--- src/design/stt_pkg.sv ---
// ----------------------------------------------------------------------------
// Sorted timer table package
// Shared sizes, codes and controller/datapath interface types.
// ----------------------------------------------------------------------------
package stt_pkg;

   // table geometry
   localparam int SLOTS       = 16;
   localparam int IDX_W       = $clog2(SLOTS);
   localparam int HANDLE_W    = 16;
   localparam int TICK_W      = 36;
   localparam int SEC_W       = 32;
   localparam int MAX_RESULTS = 16;
   localparam int CNT_W       = $clog2(MAX_RESULTS + 1);

   // period conversion: secs * (USECS_PER_SEC / TICK_USECS) + usecs / TICK_USECS
   localparam int TICK_USECS    = 100000;
   localparam int USECS_PER_SEC = 1000000;
   localparam int SECS_TICKS    = USECS_PER_SEC / TICK_USECS;
   // TICK_USECS = 2^5 * 3125: shift out the power of two, then multiply by
   // ceil(2^39 / 3125), exact for every 27-bit dividend
   localparam int UX_SHIFT      = 5;
   localparam int UX_W          = SEC_W - UX_SHIFT;
   localparam int RECIP_W       = 28;
   localparam logic [RECIP_W-1:0] RECIP_M = 28'd175921861;
   localparam int RECIP_SHIFT   = 39;
   localparam int PROD_W        = UX_W + RECIP_W;
   localparam int CONV_STEPS    = 2;
   localparam int STEP_W        = 2;

   // stream payload widths
   localparam int REQ_DATA_W = 88;
   localparam int RSP_DATA_W = 24;

   typedef enum logic [1:0] {
      ACT_ADD    = 2'd0,
      ACT_CANCEL = 2'd1,
      ACT_QUERY  = 2'd2,
      ACT_TICK   = 2'd3
   } action_type;

   typedef enum logic [2:0] {
      ST_IDLE,
      ST_ADD_RM,
      ST_ADD_WAIT,
      ST_CANCEL,
      ST_QUERY,
      ST_TICK,
      ST_REINS
   } state_type;

   typedef enum logic [2:0] {
      TOP_NONE,
      TOP_REMOVE_MATCH,
      TOP_INSERT_NEW,
      TOP_FIRE_HEAD,
      TOP_INSERT_FIRED,
      TOP_TICK_DONE
   } table_op_type;

   typedef enum logic [1:0] {
      PUSH_NONE,
      PUSH_ADD,
      PUSH_CANCEL,
      PUSH_QUERY
   } push_type;

   typedef struct packed {
      logic         capture;
      table_op_type op;
      push_type     push;
   } cmd_type;

   typedef struct packed {
      logic out_free;
      logic head_fire;
      logic fire_report;
      logic pend_valid;
   } status_type;

endpackage

--- src/design/stt_ctrl.sv ---
// ----------------------------------------------------------------------------
// Sorted timer table controller
// Sequences add, cancel, query and the tick walk over the datapath.
// ----------------------------------------------------------------------------
module stt_ctrl (
   input  logic                   clock,
   input  logic                   reset,
   input  logic                   req_tvalid,
   output logic                   req_tready,
   input  stt_pkg::action_type    req_action,
   input  logic                   conv_done,
   input  stt_pkg::status_type    status,
   output stt_pkg::cmd_type       cmd
);
   import stt_pkg::*;

   state_type state_ff, state_in;
   logic      accept;
   logic      fire_blocked;

   assign accept       = req_tvalid && req_tready;
   assign fire_blocked = status.fire_report && status.pend_valid && !status.out_free;

   // next state
   always_comb begin
      state_in = state_ff;
      unique case (state_ff)
         ST_IDLE: begin
            if (accept) begin
               unique case (req_action)
                  ACT_ADD:    state_in = ST_ADD_RM;
                  ACT_CANCEL: state_in = ST_CANCEL;
                  ACT_QUERY:  state_in = ST_QUERY;
                  ACT_TICK:   state_in = ST_TICK;
                  default:    state_in = ST_IDLE;
               endcase
            end
         end
         ST_ADD_RM:   state_in = ST_ADD_WAIT;
         ST_ADD_WAIT: if (conv_done && status.out_free) state_in = ST_IDLE;
         ST_CANCEL:   if (status.out_free) state_in = ST_IDLE;
         ST_QUERY:    if (status.out_free) state_in = ST_IDLE;
         ST_TICK: begin
            if (status.head_fire) begin
               if (!fire_blocked) state_in = ST_REINS;
            end else if (status.out_free) begin
               state_in = ST_IDLE;
            end
         end
         ST_REINS: state_in = ST_TICK;
         default:  state_in = ST_IDLE;
      endcase
   end

   // outputs
   always_comb begin
      req_tready  = 1'b0;
      cmd.capture = 1'b0;
      cmd.op      = TOP_NONE;
      cmd.push    = PUSH_NONE;
      unique case (state_ff)
         ST_IDLE: begin
            req_tready  = 1'b1;
            cmd.capture = accept;
         end
         ST_ADD_RM: cmd.op = TOP_REMOVE_MATCH;
         ST_ADD_WAIT: begin
            if (conv_done && status.out_free) begin
               cmd.op   = TOP_INSERT_NEW;
               cmd.push = PUSH_ADD;
            end
         end
         ST_CANCEL: begin
            if (status.out_free) begin
               cmd.op   = TOP_REMOVE_MATCH;
               cmd.push = PUSH_CANCEL;
            end
         end
         ST_QUERY: if (status.out_free) cmd.push = PUSH_QUERY;
         ST_TICK: begin
            if (status.head_fire) begin
               if (!fire_blocked) cmd.op = TOP_FIRE_HEAD;
            end else if (status.out_free) begin
               cmd.op = TOP_TICK_DONE;
            end
         end
         ST_REINS: cmd.op = TOP_INSERT_FIRED;
         default: ;
      endcase
   end

   always_ff @(posedge clock) begin
      if (reset) begin
         state_ff <= ST_IDLE;
      end else begin
         state_ff <= state_in;
      end
   end

endmodule

--- config.mk ---
export PLATFORM = sky130hd
export DESIGN_NAME = stt_ctrl
export DESIGN_NICKNAME = d
export VERILOG_FILES = /design/src/design/stt_pkg.sv /design/src/design/stt_ctrl.sv
export SDC_FILE = /design/constraint.sdc
export NUM_CORES = 1
export LEC_CHECK = 0
export BUFFER_PORTS_ARGS = -buffer_cell sky130_fd_sc_hd__buf_4
export CORE_AREA = 3 3 40 42
export CTS_CLUSTER_DIAMETER = 60
export CTS_CLUSTER_SIZE = 20
export DETAILED_ROUTE_END_ITERATION = 10
export DIE_AREA = 0 0 43 45
export GPL_TIMING_DRIVEN = 0
export PLACE_DENSITY_LB_ADDON = 0.15
export SLEW_MARGIN = 25
export SYNTH_ARGS = -nofsm -noshare
export SYNTH_HDL_FRONTEND = slang
export SYNTH_SLANG_ARGS = --single-unit
--- constraint.sdc ---
create_clock -name clock -period 1.1 [get_ports clock]
set_input_delay 0 -clock clock [delete_from_list [all_inputs] [get_ports clock]]
set_output_delay 0 -clock clock [all_outputs]
set_load 0.05 [all_outputs]
# == Word-level counts from Yosys, hierarchy flattened ==
# Index checks and enable logic that the tools add are counted.
# totals
wordCells,39
regBits,3
inputBits,10
# classes
mux,17
n_eq_ne,12
reduce_logical,9
# op_table
operator,n
3-bit two-way mux,8
3-bit case mux with 6 select lines,1
3-bit case mux with 5 select lines,1
3-bit case mux with 4 select lines,1
3-bit equality test (second input constant),3
3-bit by 2-bit equality test with 1-bit output (second input constant),2
2-bit case mux with 3 select lines,1
2-bit equality test (second input constant),2
1-bit logical AND,4
2-bit two-way mux,2
4-bit two-way mux,1
2-bit inequality test (second input constant),2
3-bit by 1-bit equality test with 1-bit output (second input constant),1
3-bit logical NOT,1
3-bit inequality test (second input constant),1
3-bit AND reduction,1
2-bit by 1-bit equality test with 1-bit output (second input constant),1
2-bit logical NOT,1
1-bit two-way mux,2
2-bit OR reduction,1
1-bit logical NOT,1

# == Depth between registers and ports, before layout ==
# Gate-level depths: netlist of run 1.
# depth
ltp_word,5
ltp_mapped,5
mapped_depth_nobuf,4

# == Worst setup path after synthesis of run 1 ==
# Ideal clock, no wire load.
# synth_timing
path_kind,register to output
startpoint,register state_ff[1]
endpoint,output port cmd[3] in the netlist's numbering
slack_ns,-0.650
arrival_time_ns,1.750
path_stages_with_launch,4
n_path_buf,1
path_cell_list,dfxtp_1 > buf_6 > nand4b_1 > o21ai_0
# synth_lines
item,line_no,source
from (decl),stt_ctrl.sv:17,"state_type state_ff, state_in;"
from (signal assigned),stt_ctrl.sv:96,state_ff <= state_in;
to (decl),stt_ctrl.sv:13,output stt_pkg::cmd_type cmd

==> results.cfg, run 1 <==
[status]
violations = setup timing
status = finished with violations

[pwr]
fin_total_pwr_mw = 1.11
p_int_uw = 641
power_frac_comb = 0.682
p_seq_frac = 0.142
p_switching_uw = 466
ir_drop_mv = 1.12
switching_share = 0.421
leakagePower_nw = 0.377
cellPowerDensity_nw_per_um2 = 1250
power.share.clock = 0.176

[final_layout]
largest-register = state_ff
drive_above_1_share = 0.703
largest_reg_flops = 3
top_regs = state_ff (3)
syn2layout_area_growth_pct = 106
fin_util = 0.688
antenna_cells = 0
finalInstanceArea_um2 = 885
nNetsFinal = 102

[global_routing]
track_usage = 0.167
grt_max_degree = 11
grt_pass1_wl_um = 2390
antenna_found_initial = 0
first_global_vias = 538
overflow = 0

[logic_synthesis]
synth_top_family_by_area = simple AND/OR/NAND/NOR gates
synthCells = 57
synth-simple-area-share = 0.405
synth_fa_ha_area_frac = 0
ys_warn_count = 0
synth_cell_types = 32
synth_compound_gate_area_share = 0.271
synth_xor_area_frac = 0
synth_seq_area_share = 0.140
netlist_area_um2 = 429
syn_nets = 67
async_flop_share = 0
synth_top_flop_cell = dfxtp_1
ys_seq_elements = 3
synth_edf_count = 0
synth_mux_area_frac = 0.0583
syn_avg_cell_area_um2 = 7.53

[sta]
period_share = 1.24
final-hold-violation-count = 0
finalMaxSlewViolations = 0
rsz0062_at_grt = yes
layout_min_cycle_time_ns = 1.37
relSlewSlack = 0.811
tightestPinTransition_ns = 0.283
setup_viol = 10
skew_ns = 0.00670
fin_ws_ns = -0.265
fmax_mhz = 733

[critical_path]
critPathBufInv = 2
worst_ep_required_time_ns = 1.10
critPathCaptureType = primary output
cp_max_fo = 5
ff2ff_setup_slack_ns = -0.12
cp_cell_sequence = buf_6, nand2_2, mux2_4, nor3b_4, buf_6
crit_top_cell = buf_6
worst_path_largest_cell_delay_ns = 0.35
crit_slowest_cell = dfxtp_4
cp-start-kind = register
arrival_ns = 1.37
crit_family = flip-flops
path_class = reg2out

[detailed_routing]
routedWlPerCell_um = 14.5
ant_nets = 0
vias = 577
viasPerCell = 5.44
drc = 0
wl_um = 1540
dr.pass1.iters = 4
drt_iter0_drc = 18

[floorplan]
die_w_um = 43
dieHeight_um = 45
fp.dieArea_um2 = 1940
ios = 17
coreArea_um2 = 1280
rows = 13
start_util = 0.334

[clocking]
h-tree-depth = 1
cts.path.max_buffers = 2
cts_root_buffer = clkbuf_4
cts_sinks = 3
clkSlewWorstSetupHoldPaths_ns = 0.04
cts_inserted_buffers = 3
clk_latency_ns = 0.24
cts_tree = done

[place]
pre_cts_slack_ns = -0.165
post_dp_cell_area_um2 = 597
numPortBuffers = 16
routabilityCongestion = 0.803
hpwl_um = 810

[worst_hold_path]
holdCritPathClass = in2reg

[job]
cap_violations = 0
placed cells by master (no fill, tap or decap), drive strengths merged:
cell type / synthesis / routed
nor3b: 1 / 1
a22oi: 1 / 1
mux2: 1 / 1
o21ai: 2 / 2
mux2i: 1 / 1
nand4: 1 / 1
a211oi: 1 / 1
nand3: 2 / 2
nor3: 2 / 2
dfxtp: 3 / 3
a21oi: 5 / 5
and3: 1 / 1
a22o: 1 / 1
nand4b: 1 / 1
buf: 6 / 35
nor2b: 3 / 3
or2b: 1 / 1
a21o: 1 / 1
dlygate4sd3: 0 / 1
nor2: 9 / 9
and4bb: 1 / 1
and2: 2 / 2
o22ai: 3 / 3
o21a: 1 / 1
a32o: 1 / 1
nand2b: 2 / 2
clkbuf: 0 / 4
nand2: 4 / 4
power groups by stage:
| stage | Clock (mW) | Combinational (mW) | Sequential [mW] |
|---|---|---|---|
| 2_1_floorplan | 0 | 0.379 | 0.140 |
| 3_3_place_gp | 0 | 0.500 | 0.145 |
| 3_5_place_dp | 0 | 0.499 | 0.144 |
| 4_1_cts | 0.202 | 0.707 | 0.154 |
| 5_1_grt | 0.223 | 0.794 | 0.159 |
| 6_report | 0.194 | 0.755 | 0.157 |
cells by family (layout without fill, tap and decap cells):
logic type | after synthesis | in the layout
muxes | 2 | 2
buffers and inverters | 6 | 40
and+or+nand+nor | 30 | 30
AOI/OAI and AO/OA | 16 | 16
DFF | 3 | 3
layer usage:
metal | global-route usage | part of all wire | up-vias
li1 | - | - | 273
met1 | 0.220 | 0.44 | 280
met3 | 0.0359 | 0.052 | 0
met4 | 0.0723 | 0 | 0
met5 | 0 | 0 | -
met2 | 0.263 | 0.50 | 24
per-stage QoR:
stage               hold WS [ns]  TNS (ns)  std cells
detailed placement         0.194    -0.419         88
CTS                        0.129     -1.58        104
global placement           0.199    -0.452         88
floorplan                 0.0617    -0.582         57
finish                     0.136     -1.58        106
global route               0.140     -2.14        106
cells in the mapped netlist, types with 2 or more instances:
master	n	area (um^2)
nor2_2	2	12.5
a21oi_1	4	20.0
nor2_1	7	26.3
nor2b_1	3	18.8
buf_6	3	33.8
buf_4	2	15.0
nand2b_1	2	12.5
nand3_1	2	10.0
nand2_1	4	15.0
o22ai_1	3	18.8
nor3_1	2	10.0
dfxtp_1	3	60.1
tightest hold or removal path, stage by stage:
cell and delay, ns:
buf_4 0.12, nand3_2 0.05, a21o_1 0.11, a21oi_2 0.05
final cells by class:
cell class                      instances  area, um^2
Multi-Input combinational cell         48         422
Fill cell                             109         400
Timing Repair Buffer                   31         284
Sequential cell                         3        71.3
Buffer                                  5        62.6
Clock buffer                            4        26.3
Tap cell                               15        18.8
worst paths after layout:
check | from | end | cells after the start
max | state_ff[1] | cmd[0] | 5
min | req_action[1] | state_ff[2] | 4
max reg2reg | state_ff[1] | state_ff[0] | 6
min reg2reg | state_ff[0] | state_ff[2] | 3
timing repair:
action / 4_1_cts / 5_1_grt
endpoints found under the hold margin: 1 / 0
endpoints found under the setup margin: 10 / 10
resized for setup: 35 / 7
setup buffers: 11 / 3
hold buffers: 1 / 0
pin swaps: 13 / 7
gates cloned: 1 / 0
Note: power is estimated with default switching activity, not from simulation.
==> run 2: changes to the inputs <==
Settings changed: ABC_AREA set to 1, CTS_BUF_LIST set to sky130_fd_sc_hd__clkbuf_8.
==> results.cfg, run 2 <==
[status]
status = finished with violations
violations = setup timing

[worst_hold_path]
min_from = req_action[1]
holdCritPathClass = in2reg

[logic_synthesis]
synth.most_common_cell = nand2_1
netlist.area_leader.share = 0.179
netlist_area_um2 = 357
syn_avg_cell_area_um2 = 5.66
yosysTopAreaCell = nand2_1
ys_warn_count = 0
synth_common_cells = nand2_1, nor2_1, nand3_1
synth_cell_types = 17
ys_seq_elements = 3
async_flop_share = 0
synth_seq_area_share = 0.168
ys_top_cells_by_area = nand2_1, dfxtp_1, nand3_1
synthCells = 63
syn_nets = 73
synth_top_flop_cell = dfxtp_1
synth_edf_count = 0

[detailed_routing]
viasPerCell = 5.08
vias = 549
drt_iter0_drc = 19
drc = 0
dr.pass1.iters = 6
wl_um = 1450
routedWlPerCell_um = 13.4
ant_nets = 0

[global_routing]
grt_pass1_wl_um = 2260
grt_max_degree = 8
antenna_found_initial = 0
first_global_vias = 517
gr-max-usage-layer = met2
track_usage = 0.153
use_met3 = 0.0279
overflow = 0
met2_usage = 0.284
grt_use_met1 = 0.182

[pwr]
fin_total_pwr_mw = 1.76
cellPowerDensity_nw_per_um2 = 2200
leakagePower_nw = 0.370
ir_drop_mv = 1.16

[floorplan]
fp.dieArea_um2 = 1940
coreArea_um2 = 1280
dieHeight_um = 45
die_w_um = 43
rows = 13
ios = 17
start_util = 0.278

[final_layout]
nNetsFinal = 104
largest_reg_flops = 3
mostFrequentLayoutCells = buf_4, nand2_1, buf_6
antenna_cells = 0
final_common_cell = buf_4
largest-register = state_ff
top_regs = state_ff (3)
drive_above_1_share = 0.677
syn2layout_area_growth_pct = 124

[critical_path]
critPathBufInv = 2
arrival_ns = 1.40
path_class = reg2out
cp-startpoint = state_ff[1]
cp_max_fo = 4
cp_cell_sequence = inv_4, or4_4, nand2_2, buf_8
worst_ep_required_time_ns = 1.10
cp-start-kind = register
r2r_start = state_ff[1]
crit_family = simple AND/OR/NAND/NOR gates
worst_path_largest_cell_delay_ns = 0.55
critPathCaptureType = primary output
crit_slowest_cell = or4_4

[clocking]
clk_latency_ns = 0.21
cts_inserted_buffers = 3
cts_tree = done
cts_root_buffer = clkbuf_8
cts_sinks = 3
h-tree-depth = 1
clkSlewWorstSetupHoldPaths_ns = 0.03
cts.path.max_buffers = 2

[sta]
finalMaxSlewViolations = 0
setup_viol = 9
skew_ns = 0.00121
final-hold-violation-count = 0
layout_min_cycle_time_ns = 1.40
tightestPinTransition_ns = 0.240
relSlewSlack = 0.839
fin_ws_ns = -0.297
period_share = 1.27
fmax_mhz = 716
rsz0062_at_grt = yes
final.hold.worst_slack_ns = 0.188

[place]
pre_cts_slack_ns = -0.179
routabilityCongestion = 0.782
numPortBuffers = 16
hpwl_um = 799

[job]
cap_violations = 0
-- run 2: changes by cell type after synthesis, sizes merged, moves of 2 or more --
cell	change
nand2	+13
inv	+9
nand3	+5
buf	-3
nor2b	-3
o22ai	-3
a21oi	-2
and2	-2
nand2b	-2
nand4	+2
nor4	+2
o21ai	+2
-- run 2: final cells by class --
type / instances / area (um^2)
Clock buffer: 3 / 41.3
Timing Repair Buffer: 29 / 277
Fill cell: 113 / 488
Inverter: 9 / 41.3
Sequential cell: 3 / 71.3
Multi-Input combinational cell: 48 / 344
Clock inverter: 1 / 3.75
Tap cell: 15 / 18.8
-- run 2: path summary, 6_finish.rpt --
kind / endpoint / slack, ns / depth (start not counted)
setup reg to reg: state_ff[2] / -0.08 / 7
hold / removal: state_ff[2] / 0.19 / 5
hold reg to reg: state_ff[1] / 0.75 / 5
setup / recovery: cmd[0] / -0.30 / 4
-- run 2: power breakdown --
part / switching, mW / internal (mW) / leakage (nW) / total [mW]
clock network: 0.0619 / 0.237 / 0.0269 / 0.298
registers: 0.0723 / 0.159 / 0.0267 / 0.231
logic: 0.700 / 0.526 / 0.316 / 1.23
-- run 2: through the flow --
stage | area [um^2] | std cells | utilization | setup TNS [ns]
finish | 797 | 108 | 0.620 | -1.32
floorplan | 400 | 63 | - | -0.732
CTS | 746 | 107 | 0.580 | -1.54
detailed placement | 539 | 94 | 0.420 | -0.737
global placement | 539 | 94 | 0.420 | -0.727
global route | 797 | 108 | 0.620 | -1.87
-- run 2: repair_timing --
| action | CTS | global route |
|---|---|---|
| hold buffers | 1 | 0 |
| setup buffers | 8 | 5 |
| gates resized for setup | 25 | 21 |
| pin swaps | 13 | 21 |
| endpoints found under the hold margin | 3 | 0 |
| setup endpoints to repair | 9 | 10 |
-- run 2: kinds of logic after synthesis --
group,synth area share
AND/OR/NAND/NOR,0.554
buffers and inverters,0.179
AO/OA/AOI/OAI,0.0982
flip-flops,0.168
-- run 2: worst register-to-register path, stage by stage (launching register included) --
cell     delay [ns]
dfxtp_4        0.36
buf_4          0.19
nor2_4         0.06
nand3_1        0.07
nand2_1        0.08
nor2_2         0.13
nand2_1        0.09
a21oi_2        0.13
-- run 2: per-layer routing --
metal	vias to the layer above	wire length, um
met2	31	758
li1	265	-
met5	-	0
met3	4	92
met1	249	589
met4	0	7
