$ cat src/design/stt_pkg.sv
// ----------------------------------------------------------------------------
// Sorted timer table package
// Shared sizes, codes and controller/datapath interface types.
// ----------------------------------------------------------------------------
package stt_pkg;

   // table geometry
   localparam int SLOTS       = 16;
   localparam int IDX_W       = $clog2(SLOTS);
   localparam int HANDLE_W    = 16;
   localparam int TICK_W      = 36;
   localparam int SEC_W       = 32;
   localparam int MAX_RESULTS = 16;
   localparam int CNT_W       = $clog2(MAX_RESULTS + 1);

   // period conversion: secs * (USECS_PER_SEC / TICK_USECS) + usecs / TICK_USECS
   localparam int TICK_USECS    = 100000;
   localparam int USECS_PER_SEC = 1000000;
   localparam int SECS_TICKS    = USECS_PER_SEC / TICK_USECS;
   // TICK_USECS = 2^5 * 3125: shift out the power of two, then multiply by
   // ceil(2^39 / 3125), exact for every 27-bit dividend
   localparam int UX_SHIFT      = 5;
   localparam int UX_W          = SEC_W - UX_SHIFT;
   localparam int RECIP_W       = 28;
   localparam logic [RECIP_W-1:0] RECIP_M = 28'd175921861;
   localparam int RECIP_SHIFT   = 39;
   localparam int PROD_W        = UX_W + RECIP_W;
   localparam int CONV_STEPS    = 2;
   localparam int STEP_W        = 2;

   // stream payload widths
   localparam int REQ_DATA_W = 88;
   localparam int RSP_DATA_W = 24;

   typedef enum logic [1:0] {
      ACT_ADD    = 2'd0,
      ACT_CANCEL = 2'd1,
      ACT_QUERY  = 2'd2,
      ACT_TICK   = 2'd3
   } action_type;

   typedef enum logic [2:0] {
      ST_IDLE,
      ST_ADD_RM,
      ST_ADD_WAIT,
      ST_CANCEL,
      ST_QUERY,
      ST_TICK,
      ST_REINS
   } state_type;

   typedef enum logic [2:0] {
      TOP_NONE,
      TOP_REMOVE_MATCH,
      TOP_INSERT_NEW,
      TOP_FIRE_HEAD,
      TOP_INSERT_FIRED,
      TOP_TICK_DONE
   } table_op_type;

   typedef enum logic [1:0] {
      PUSH_NONE,
      PUSH_ADD,
      PUSH_CANCEL,
      PUSH_QUERY
   } push_type;

   typedef struct packed {
      logic         capture;
      table_op_type op;
      push_type     push;
   } cmd_type;

   typedef struct packed {
      logic out_free;
      logic head_fire;
      logic fire_report;
      logic pend_valid;
   } status_type;

endpackage

$ cat src/design/stt_tick_conv.sv
// ----------------------------------------------------------------------------
// Period to tick converter
// Ticks are seconds times ten plus microseconds over the tick length, the
// quotient taken by reciprocal multiplication, registered, then added in.
// ----------------------------------------------------------------------------
module stt_tick_conv (
   input  logic                       clock,
   input  logic                       reset,
   input  logic                       load,
   input  logic [stt_pkg::SEC_W-1:0]  secs,
   input  logic [stt_pkg::SEC_W-1:0]  usecs,
   output logic                       done,
   output logic [stt_pkg::TICK_W-1:0] ticks
);
   import stt_pkg::*;

   logic [SEC_W-1:0]  secs_ff, secs_in;
   logic [UX_W-1:0]   ux_ff, ux_in;
   logic [PROD_W-1:0] prod_ff, prod_in;
   logic [TICK_W-1:0] tens_ff, tens_in;
   logic [TICK_W-1:0] ticks_ff, ticks_in;
   logic [STEP_W-1:0] step_ff, step_in;
   logic              run_ff, run_in;

   // capture, multiply, then add the two parts
   always_comb begin
      secs_in  = secs_ff;
      ux_in    = ux_ff;
      prod_in  = prod_ff;
      tens_in  = tens_ff;
      ticks_in = ticks_ff;
      step_in  = step_ff;
      run_in   = run_ff;
      if (load) begin
         secs_in = secs;
         ux_in   = usecs[SEC_W-1:UX_SHIFT];
         step_in = STEP_W'(CONV_STEPS);
         run_in  = 1'b1;
      end else if (run_ff && step_ff == STEP_W'(2)) begin
         prod_in = PROD_W'(ux_ff) * PROD_W'(RECIP_M);
         tens_in = TICK_W'(secs_ff) * TICK_W'(SECS_TICKS);
         step_in = step_ff - 1'b1;
      end else if (run_ff && step_ff == STEP_W'(1)) begin
         ticks_in = tens_ff + TICK_W'(prod_ff[PROD_W-1:RECIP_SHIFT]);
         step_in  = step_ff - 1'b1;
      end
   end

   always_ff @(posedge clock) begin
      if (reset) begin
         run_ff  <= 1'b0;
         step_ff <= '0;
      end else begin
         run_ff  <= run_in;
         step_ff <= step_in;
      end
      secs_ff  <= secs_in;
      ux_ff    <= ux_in;
      prod_ff  <= prod_in;
      tens_ff  <= tens_in;
      ticks_ff <= ticks_in;
   end

   // the largest period stays below 2^36 ticks
   assign done  = run_ff && (step_ff == '0);
   assign ticks = ticks_ff;

endmodule

$ cat config.mk
export PLATFORM = sky130hd
export DESIGN_NAME = stt_tick_conv
export DESIGN_NICKNAME = d
export VERILOG_FILES = /design/src/design/stt_pkg.sv /design/src/design/stt_tick_conv.sv
export SDC_FILE = /design/constraint.sdc
export NUM_CORES = 1
export LEC_CHECK = 0
export BUFFER_PORTS_ARGS = -buffer_cell sky130_fd_sc_hd__buf_4
export CELL_PAD_IN_SITES_DETAIL_PLACEMENT = 0
export CELL_PAD_IN_SITES_GLOBAL_PLACEMENT = 2
export CORE_UTILIZATION = 39
export CTS_CLUSTER_DIAMETER = 60
export CTS_CLUSTER_SIZE = 10
export DETAILED_ROUTE_END_ITERATION = 10
export GPL_ROUTABILITY_DRIVEN = 1
export PLACE_DENSITY = 0.9
export SLEW_MARGIN = 10
export SYNTH_ARGS = -nofsm -noshare
export SYNTH_HDL_FRONTEND = slang
export SYNTH_SLANG_ARGS = --single-unit
$ cat constraint.sdc
create_clock -name clock -period 6.9 [get_ports clock]
set_input_delay 0.345 -clock clock [delete_from_list [all_inputs] [get_ports clock]]
set_output_delay 0.345 -clock clock [all_outputs]
set_load 0.02 [all_outputs]
After elaboration in Yosys (flattened, before gate mapping)
Index checks and enable logic that the tools add are counted.

Bitwise gates (word level): 2. Multiplexer cells: 3. Equal/unequal tests: 2. Multiply operators: 2. Add/subtract/negate cells: 2. Reductions and logical operators: 9.

Operators by type and width (count): multiplier 27 x 28 -> 55 bit, second input constant (1); adder 36 x 16 -> 36 bit (1); multiplier 32 x 3 -> 35 bit, second input constant (1); two-way mux 2 bit (3); logical AND 1 bit (3); AND reduction 3 bit (1); nonzero test 3 bit (1); equality test 2 x 1 -> 1 bit, second input constant (1); equality test 2 bit, second input constant (1); zero test 2 bit (1); inverter 1 bit (2); AND reduction 2 bit (1); nonzero test 2 bit (1); OR reduction 2 bit (1); subtractor 2 x 1 -> 2 bit, second input constant (1).

Word-level logic and storage cells: 28. Register bits after elaboration: 188. Output and inout port bits: 37. Bits of input ports: 67.

Depth between registers and ports, before layout
Gate-level depths: netlist of run 1.

Depth after elaboration: 5. Gate-level depth with buffers: 23. Gate-level depth less buffers: 23.

Worst setup path before layout of run 1
Ideal clock, no wire load.

Path type: reg-to-reg. Start: register ux_ff[6]. End: register prod_ff[54], data pin. Data arrival time: 6286 ps. Path buffers: 0. Path slack: 346 ps. Setup time: 268 ps. Cell stages (with the launch flop): 24. Required time: 6632 ps. Clock period less this slack: 6554 ps. Cells stage by stage: edfxtp_1 > fa_1 > inv_1 > fa_1 > inv_1 > fa_1 > inv_1 > fa_1 > inv_1 > fa_1 > fa_1 > inv_1 > fa_1 > inv_1 > ha_1 > nand2_1 > nor3_1 > nand4_1 > a211o_1 > a41o_1 > o2111ai_2 > a31oi_1 > o41ai_1 > xnor2_1.

Word-level cells in the longest chain between the ends: 1.

Ends and longest elaborated chain: start: declaration (line stt_tick_conv.sv:18) `logic [UX_W-1:0] ux_ff, ux_in;`; start signal: assignment (line stt_tick_conv.sv:58) `ux_ff <= ux_in;`; multiplier 27 x 28 -> 55 bit (line stt_tick_conv.sv:40) `prod_in = PROD_W'(ux_ff) * PROD_W'(RECIP_M);`; end signal: assignment (line stt_tick_conv.sv:59) `prod_ff <= prod_in;`; end: declaration (line stt_tick_conv.sv:19) `logic [PROD_W-1:0] prod_ff, prod_in;`.

Every way passes these cells. A chain may end at the register's enable or synchronous reset.

Final worst setup path of run 1
Start: register ux_ff[8]. End: register prod_ff[48], data pin.

Same word-level chain as after synthesis.

==> metrics.yaml, run 1 <==
drt:
  drt_first_pass_iters: 6
  drt_iter0_drc: 514
  drc_errors: 0
  via_per_inst: 4.77
  drt-total-wl_mm: 46.8
  antenna_left: 0
  wl_per_cell_um: 17.9
  num_vias: 12500
synth:
  synth_seq_cells: 149
  synthTopCellsByArea: "fa_1 (28%), ha_1 (23%), edfxtp_1 (23%)"
  seq_area_frac_synth: 0.232
  yosys.area.top_type: "fa_1"
  syn-num-nets: 2432
  synth_cells: 1740
  synth_top_cell_area_share: 0.285
  ys_warn_count: 0
  syn_avg_cell_area_sq_um: 11.0
  synthTopCellsByCount: "inv_1 (476), ha_1 (352), fa_1 (273)"
  synth_cell_type_count: 59
  synth_edf_count: 146
  ys_async_sr_fraction: 0
  synth.most_common_cell: "inv_1"
  synth_area_sq_mm: 0.0192
  synth_flop_cell: "edfxtp_1"
critical_path:
  critPathKind: "register to register"
  arrival_ps: 6950
  startpoint: "ux_ff[8]"
  crit_family: "adder cells"
  cpPeakStageDelay_ps: 620
  cp-start-kind: "register"
  slowest_stage: "fa_1"
  critPathRequiredTime_ps: 7120
  crit_fanout: 4
  r2r_start: "ux_ff[8]"
  critPathCaptureType: "register"
  crit_path_frequent_cell: "fa_1"
  crit_buf_inv: 9
placed_design:
  dpl.hpwl_mm: 41.0
  pre_cts_slack_ps: -24.4
  gp_congestion: 0.927
  placedCellCount: 2552
  io_buffer_count: 98
floorplan:
  core_sq_mm: 0.0481
  dieArea_sq_mm: 0.0501
  die_y_um: 224
  start_util: 0.398
  pin_count: 104
  rows: 80
  chipWidth_um: 224
sta:
  maxSlewViolCount: 0
  worst_slack_ps: 166
  finalCriticalPeriod_ps: 6730
  timing.final.crit_share: 0.976
  setup_viol: 0
  finalHoldViolations: 0
  max_freq_mhz: 149
  fin_skew_ps: 10.7
  rsz0062_at_grt: "true"
  max_slew_margin: 0.347
  worst_pin_slew_ps: 979
global_routing:
  grt_pass1_wl_mm: 75.7
  first_global_vias: 13800
  antenna_found_initial: 0
  grt_use_total: 0.201
  grt_overflow: 0
  grt_max_degree: 52
finish:
  instances_no_fill: 2617
  area_delta_synth_final_pct: 16.2
  drive_above_1_share: 0.119
  final_util: 0.463
  nNetsFinal: 2640
  n_antenna_cell: 0
clock_network:
  clock-root-buffer: "clkbuf_16"
  cts.sinks: 149
  cts_tree: "built"
  htree_levels: 4
  clk_latency_ps: 470
  clk_pin_slew_ps: 70
  clock_path_buffers: 2
  cts_buffers: 17
hold_path:
  hp-class: "input pin to register"
  hp-start: "secs[30]"
run:
  maxCapViolations: 0
run_status:
  outcome: "completed"
## path summary, 6_finish.rpt
| kind | endpoint | slack (ps) | cells after the start |
|---|---|---|---|
| max | prod_ff[48] | 170 | 26 |
| min | secs_ff[30] | 50 | 1 |
| max reg2reg | prod_ff[48] | 170 | 26 |
| min reg2reg | ticks[0] | 460 | 0 |
## flip-flops by register name (all words and copies together), names as in the netlist
signal,count
tens_ff,35
secs_ff,32
prod_ff,16
run_ff,1
ticks,36
step_ff,2
ux_ff,27
## area by class of cell
cell class / count / area [sq um]
Tap cell: 656 / 821
Sequential cell: 149 / 4440
Multi-Input combinational cell: 1105 / 13100
Fill cell: 4505 / 25900
Inverter: 477 / 1790
Clock buffer: 17 / 425
Clock inverter: 15 / 169
Timing Repair Buffer: 198 / 1560
## layer usage
| metal | global-route usage | vias up | wire length, um |
|---|---|---|---|
| li1 | - | 6075 | - |
| met1 | 0.266 | 6172 | 21400 |
| met2 | 0.348 | 191 | 23200 |
| met3 | 0.0268 | 36 | 1370 |
| met4 | 0.0486 | 0 | 728 |
| met5 | 0 | - | 0 |
## cell usage in the layout, fill, tap and decap left out, types with 5 or more instances in the layout
cell           netlist  final
dlygate4sd3_1        0     25
and3_1               9      9
inv_1              476    472
xnor2_1             43     43
nor2b_1             10     10
o21a_1              10     10
nand3_1             13     12
and2_1               6      6
nand2_1             48     46
a211oi_1            13     13
o21ai_1              3      5
xor2_1              32     32
fa_1               273    273
buf_4                0    170
a21oi_1             64     63
clkbuf_16            0     17
o21ai_0             28     26
ha_1               352    351
nand4_1             11     11
nor2_1              55     55
nor3_1               9      8
a21o_1              29     29
o21bai_1            11     10
o211ai_1            10     10
edfxtp_1           146    146
nand2b_1            12     12
## metrics by stage
step	hold slack (ps)	TNS [ps]	cell area, sq um
2_1_floorplan	400	0	19200
3_3_place_gp	504	0	21200
3_5_place_dp	464	-53.4	21200
4_1_cts	0.110	0	22100
5_1_grt	27.4	-458	22300
6_report	47.1	0	22300
## cell families after synthesis
kind of cell | synth area share
adder cells (fa/ha/maj) | 0.515
buffers and inverters | 0.0955
AO/OA/AOI/OAI | 0.0758
AND/OR/NAND/NOR | 0.0483
flip-flops | 0.232
XOR/XNOR | 0.0342
## worst reg2reg max path, delay by kind of cell, from the launching register on
kind / cells / cell delay, ps
compound gates: 4 / 900
xor+xnor: 1 / 70
fa+ha+maj: 8 / 3880
buf+inv: 9 / 750
flops: 1 / 430
simple gates: 4 / 440
## repair_timing
action                     in CTS  in global routing
cloned                          0                  0
buffers inserted                0                  8
resized for setup               3                 28
pin swaps                       0                 19
hold buffers                   25                  0
hold endpoints to repair       25                  0
setup endpoints to repair       4                 12
Power of run 1 is left out: the tool's default activity adds up to more than one toggle a clock period on the data nets, which glitch-free logic cannot reach.
==> run 2: changes to the inputs <==
CORE_UTILIZATION = 40   (was 39)
CTS_BUF_LIST = sky130_fd_sc_hd__clkbuf_8   (was not set)
PLACE_DENSITY = 0.92   (was 0.9)
==> metrics.yaml, run 2 (synthesis gave the netlist of run 1 again) <==
run_status:
  outcome: "completed"
sta:
  finalCriticalPeriod_ps: 6720
  setup_viol: 0
  finalHoldViolations: 0
  max_freq_mhz: 149
  tns_ps: 0
  worst_slack_ps: 185
  max_slew_margin: 0.319
  holdWs_ps: 215
  maxSlewViolCount: 0
  timing.final.crit_share: 0.973
  worst_pin_slew_ps: 1020
  fin_skew_ps: 34.9
critical_path:
  crit_fanout: 4
  critPathCaptureType: "register"
  critPathRequiredTime_ps: 7190
  startpoint: "ux_ff[8]"
  arrival_ps: 7010
  critPathKind: "register to register"
  cp-start-kind: "register"
  r2r_start: "ux_ff[8]"
finish:
  largest_reg_flops: 36
  drive_above_1_share: 0.127
  area_delta_synth_final_pct: 17.3
  nNetsFinal: 2690
  final_common_cell: "inv_1"
  n_antenna_cell: 0
  final_cell_mix: "inv_1 (472), ha_1 (349), fa_1 (270)"
floorplan:
  start_util: 0.409
  die_y_um: 221
  pin_count: 104
  core_sq_mm: 0.0470
  rows: 79
  chipWidth_um: 221
  dieArea_sq_mm: 0.0488
clock_network:
  clk_latency_ps: 530
  clock_path_buffers: 2
  htree_levels: 4
  cts_buffers: 17
  cts.sinks: 149
  clock-root-buffer: "clkbuf_8"
  clk_pin_slew_ps: 110
  cts_tree: "built"
global_routing:
  met3_usage: 0.0260
  groute.layer.met2.usage: 0.345
  grt_max_degree: 52
  first_global_vias: 13900
  antenna_found_initial: 0
  met1_usage: 0.262
  grt_overflow: 0
  gr-max-usage-layer: "met2"
  grt_use_total: 0.200
  grt_pass1_wl_mm: 74.6
placed_design:
  dpl.hpwl_mm: 40.6
  gp_congestion: 0.929
  pre_cts_slack_ps: -88.9
  io_buffer_count: 98
run:
  maxCapViolations: 0
drt:
  drt_first_pass_iters: 5
  wl_per_cell_um: 17.7
  drt-total-wl_mm: 46.3
  via_per_inst: 4.86
  drc_errors: 0
  drt_iter0_drc: 657
  num_vias: 12700
  antenna_left: 0
hold_path:
  hp-class: "input pin to register"
  hp-start: "load"
run 2: cell types whose count changed in the layout (fill, tap and decap cells not counted), sizes merged:
cell and delta:
buf +15, inv +1, clkinv -3, dlygate4sd3 +35, bufinv -1, clkinvlp +3
run 2: metal layers:
layer | up-vias | share of wire
li1 | 6194 | -
met1 | 6290 | 0.46
met2 | 182 | 0.49
met3 | 55 | 0.026
met4 | 0 | 0.025
met5 | - | 0
run 2: final cells by class:
cell class	instances	area [sq um]
inverter	477	1790
tap	607	759
clock buffer	17	234
clock inverter	15	148
timing repair buffer	248	2020
multi-input combinational	1105	13100
fill	4259	24500
sequential	149	4440
run 2: through the flow:
step	utilization	std cells	instance area [sq um]
finish	0.479	2618	22500
global route	0.479	2618	22500
CTS	0.474	2609	22300
detailed placement	0.452	2511	21200
global placement	0.452	2511	21200
floorplan	-	1740	19200
run 2: final timing paths:
path / slack, ps / cells after the start / end
hold / removal: 210 / 1 / ux_ff[15]
hold reg to reg: 420 / 0 / ticks[0]
setup / recovery: 180 / 25 / prod_ff[48]
setup reg to reg: 180 / 25 / prod_ff[48]
run 2: what timing repair did:
item	CTS	global route
endpoints found under the hold margin	62	0
gates cloned	0	0
hold buffers	60	0
pin swaps	1	14
buffers inserted	6	9
endpoints found under the setup margin	5	9
resized for setup	4	32
run 2: critical path: stages (launching register included):
cell       delay [ps]
edfxtp_1          430
fa_1              620
inv_2              60
fa_1              480
inv_1              60
fa_1              490
inv_2              40
fa_1              510
inv_2              40
fa_2              450
fa_1              540
inv_1              50
fa_1              500
inv_2              50
ha_4              260
nand2_4            50
nor3_4            170
nand4_1           190
a211o_1           330
a41o_4            250
o2111ai_4         310
buf_6             170
nand3_4            90
buf_6             160
o21bai_4          120
xor2_1             70
Power of run 2 is left out for the same reason.
==> run 3: changes to the inputs <==
ABC_AREA = 1   (was not set)
CORE_UTILIZATION = 37   (was 40)
PLACE_DENSITY = 0.91   (was 0.92)
==> metrics.yaml, run 3 <==
sta:
  tns_ps: 0
  maxSlewViolCount: 0
  rsz0062_at_grt: "false"
  finalCriticalPeriod_ps: 6250
  max_freq_mhz: 160
  setup_viol: 0
  max_slew_margin: 0.536
  finalHoldViolations: 0
  worst_pin_slew_ps: 691
  timing.final.crit_share: 0.906
  fin_skew_ps: 16.0
floorplan:
  rows: 88
  chipWidth_um: 243
  core_sq_mm: 0.0576
  pin_count: 104
  dieArea_sq_mm: 0.0591
  die_y_um: 243
  start_util: 0.373
drt:
  drc_errors: 2
  wl_per_cell_um: 18.1
  via_per_inst: 4.82
  drt-total-wl_mm: 61.3
  num_vias: 16300
  antenna_left: 0
  drt_first_pass_iters: 11
  drt_iter0_drc: 1116
synth:
  ys_async_sr_fraction: 0
  seq_area_frac_synth: 0.207
  syn-num-nets: 3107
  synth_flop_cell: "edfxtp_1"
  synth_seq_cells: 149
  ys_warn_count: 0
  synth_edf_count: 146
  synthTopCellsByArea: "fa_1 (25%), ha_1 (20%), edfxtp_1 (20%)"
  synth_cell_type_count: 38
  synth.most_common_cell: "inv_1"
  yosys.area.top_type: "fa_1"
  synth_cells: 2415
  syn_avg_cell_area_sq_um: 8.91
  synthTopCellsByCount: "inv_1 (622), nand2_1 (420), ha_1 (352)"
  synth_area_sq_mm: 0.0215
  synth_top_cell_area_share: 0.254
finish:
  regArea_sq_mm: 0.00444
  instances_no_fill: 3379
  design_area_sq_mm: 0.0242
  area_delta_synth_final_pct: 12.7
  drive_above_1_share: 0.0666
  final_common_cell: "inv_1"
  nNetsFinal: 3292
  nFillCells: 5737
  largest_reg_flops: 36
  multi_input_area_sq_mm: 0.0147
  final_cell_mix: "inv_1 (623), nand2_1 (420), ha_1 (352)"
clock_network:
  cts_buffers: 17
  clock-root-buffer: "clkbuf_8"
  clk_latency_ps: 550
  clock_path_buffers: 2
  clk_pin_slew_ps: 100
  ctsResizeCount: 0
  cts.sinks: 149
  cts_tree: "built"
  htree_levels: 4
critical_path:
  critPathCaptureType: "register"
  critPathKind: "register to register"
  r2r_end: "prod_ff[41]"
  ff2ff_path_depth: 19
  cp-start-kind: "register"
  critPathRequiredTime_ps: 7190
  startpoint: "ux_ff[7]"
  r2r_start: "ux_ff[7]"
  r2r_setup_slack_ps: 650
  crit_fanout: 7
  arrival_ps: 6540
placed_design:
  place_area_sq_mm: 0.0233
  dpl.hpwl_mm: 54.1
  placedCellCount: 3286
  io_buffer_count: 98
  gp_congestion: 0.935
global_routing:
  grt_overflow: 0
  grt_pass1_wl_mm: 96.9
  grt_use_total: 0.218
  antenna_found_initial: 1
  grt_max_degree: 52
  first_global_vias: 17200
hold_path:
  whs_path_depth: 1
  hp-start: "load"
  hold_path_end: "ux_ff[13]"
  hp-class: "input pin to register"
run_status:
  outcome: "finished, violations left"
  violations: "design-rule violations"
run:
  maxCapViolations: 0
## run 3: timing repair
action | in CTS | in global routing
buffers inserted | 0 | 0
hold buffers | 60 | 0
endpoints found under the hold margin | 60 | 0
## run 3: kinds of logic after synthesis
logic type / Yosys count / synth area share
AOI/OAI and AO/OA: 223 / 0.0575
xor gates and xnor gates: 58 / 0.0236
adders and majority gates: 625 / 0.459
buffers and inverters: 623 / 0.109
DFF: 149 / 0.207
and+or+nand+nor: 737 / 0.145
## run 3: area by class of cell
| type | count | share of cell area |
|---|---|---|
| multi-input combinational | 1643 | 0.608 |
| sequential | 149 | 0.183 |
| inverter | 623 | 0.0965 |
| tap | 765 | 0.0395 |
| antenna | 1 | 0.000103 |
| clock buffer | 17 | 0.00965 |
| clock inverter | 15 | 0.00552 |
| timing repair buffer | 166 | 0.0576 |
## run 3: worst max-delay path by stage
stage	endpoint	slack, ps	cells past startpoint
after floorplan	prod_ff[40]	1240	24
after global placement	prod_ff[52]	650	24
after detailed placement	prod_ff[52]	650	20
after CTS	prod_ff[52]	650	20
after global routing	prod_ff[52]	280	24
final	prod_ff[41]	650	19
## run 3: metrics by stage
step / hold WS (ps) / setup slack [ps] / util
after floorplan: 400 / 1240 / -
after global placement: 408 / 652 / 0.404
after detailed placement: 408 / 648 / 0.404
after CTS: 277 / 655 / 0.421
after global routing: 293 / 278 / 0.421
final: 330 / 648 / 0.421
## run 3: layer usage
metal	vias up	share of wire	track usage
li1	7961	-	-
met1	7933	0.49	0.313
met2	341	0.45	0.342
met3	48	0.051	0.0331
met4	0	0.017	0.0523
met5	-	0	0
## run 3: worst max-delay path, cell delays in order, from the launching register on
cell,delay (ps)
edfxtp_1,560
inv_1,190
ha_1,430
fa_1,530
fa_1,480
fa_1,550
inv_1,50
fa_1,540
inv_1,60
fa_1,520
fa_1,550
inv_1,40
ha_1,320
a21o_1,200
a21oi_1,250
o21bai_1,160
o21ai_0,320
nand3_1,110
nand2_1,70
nand2_1,70
Power of run 3 is left out for the same reason.
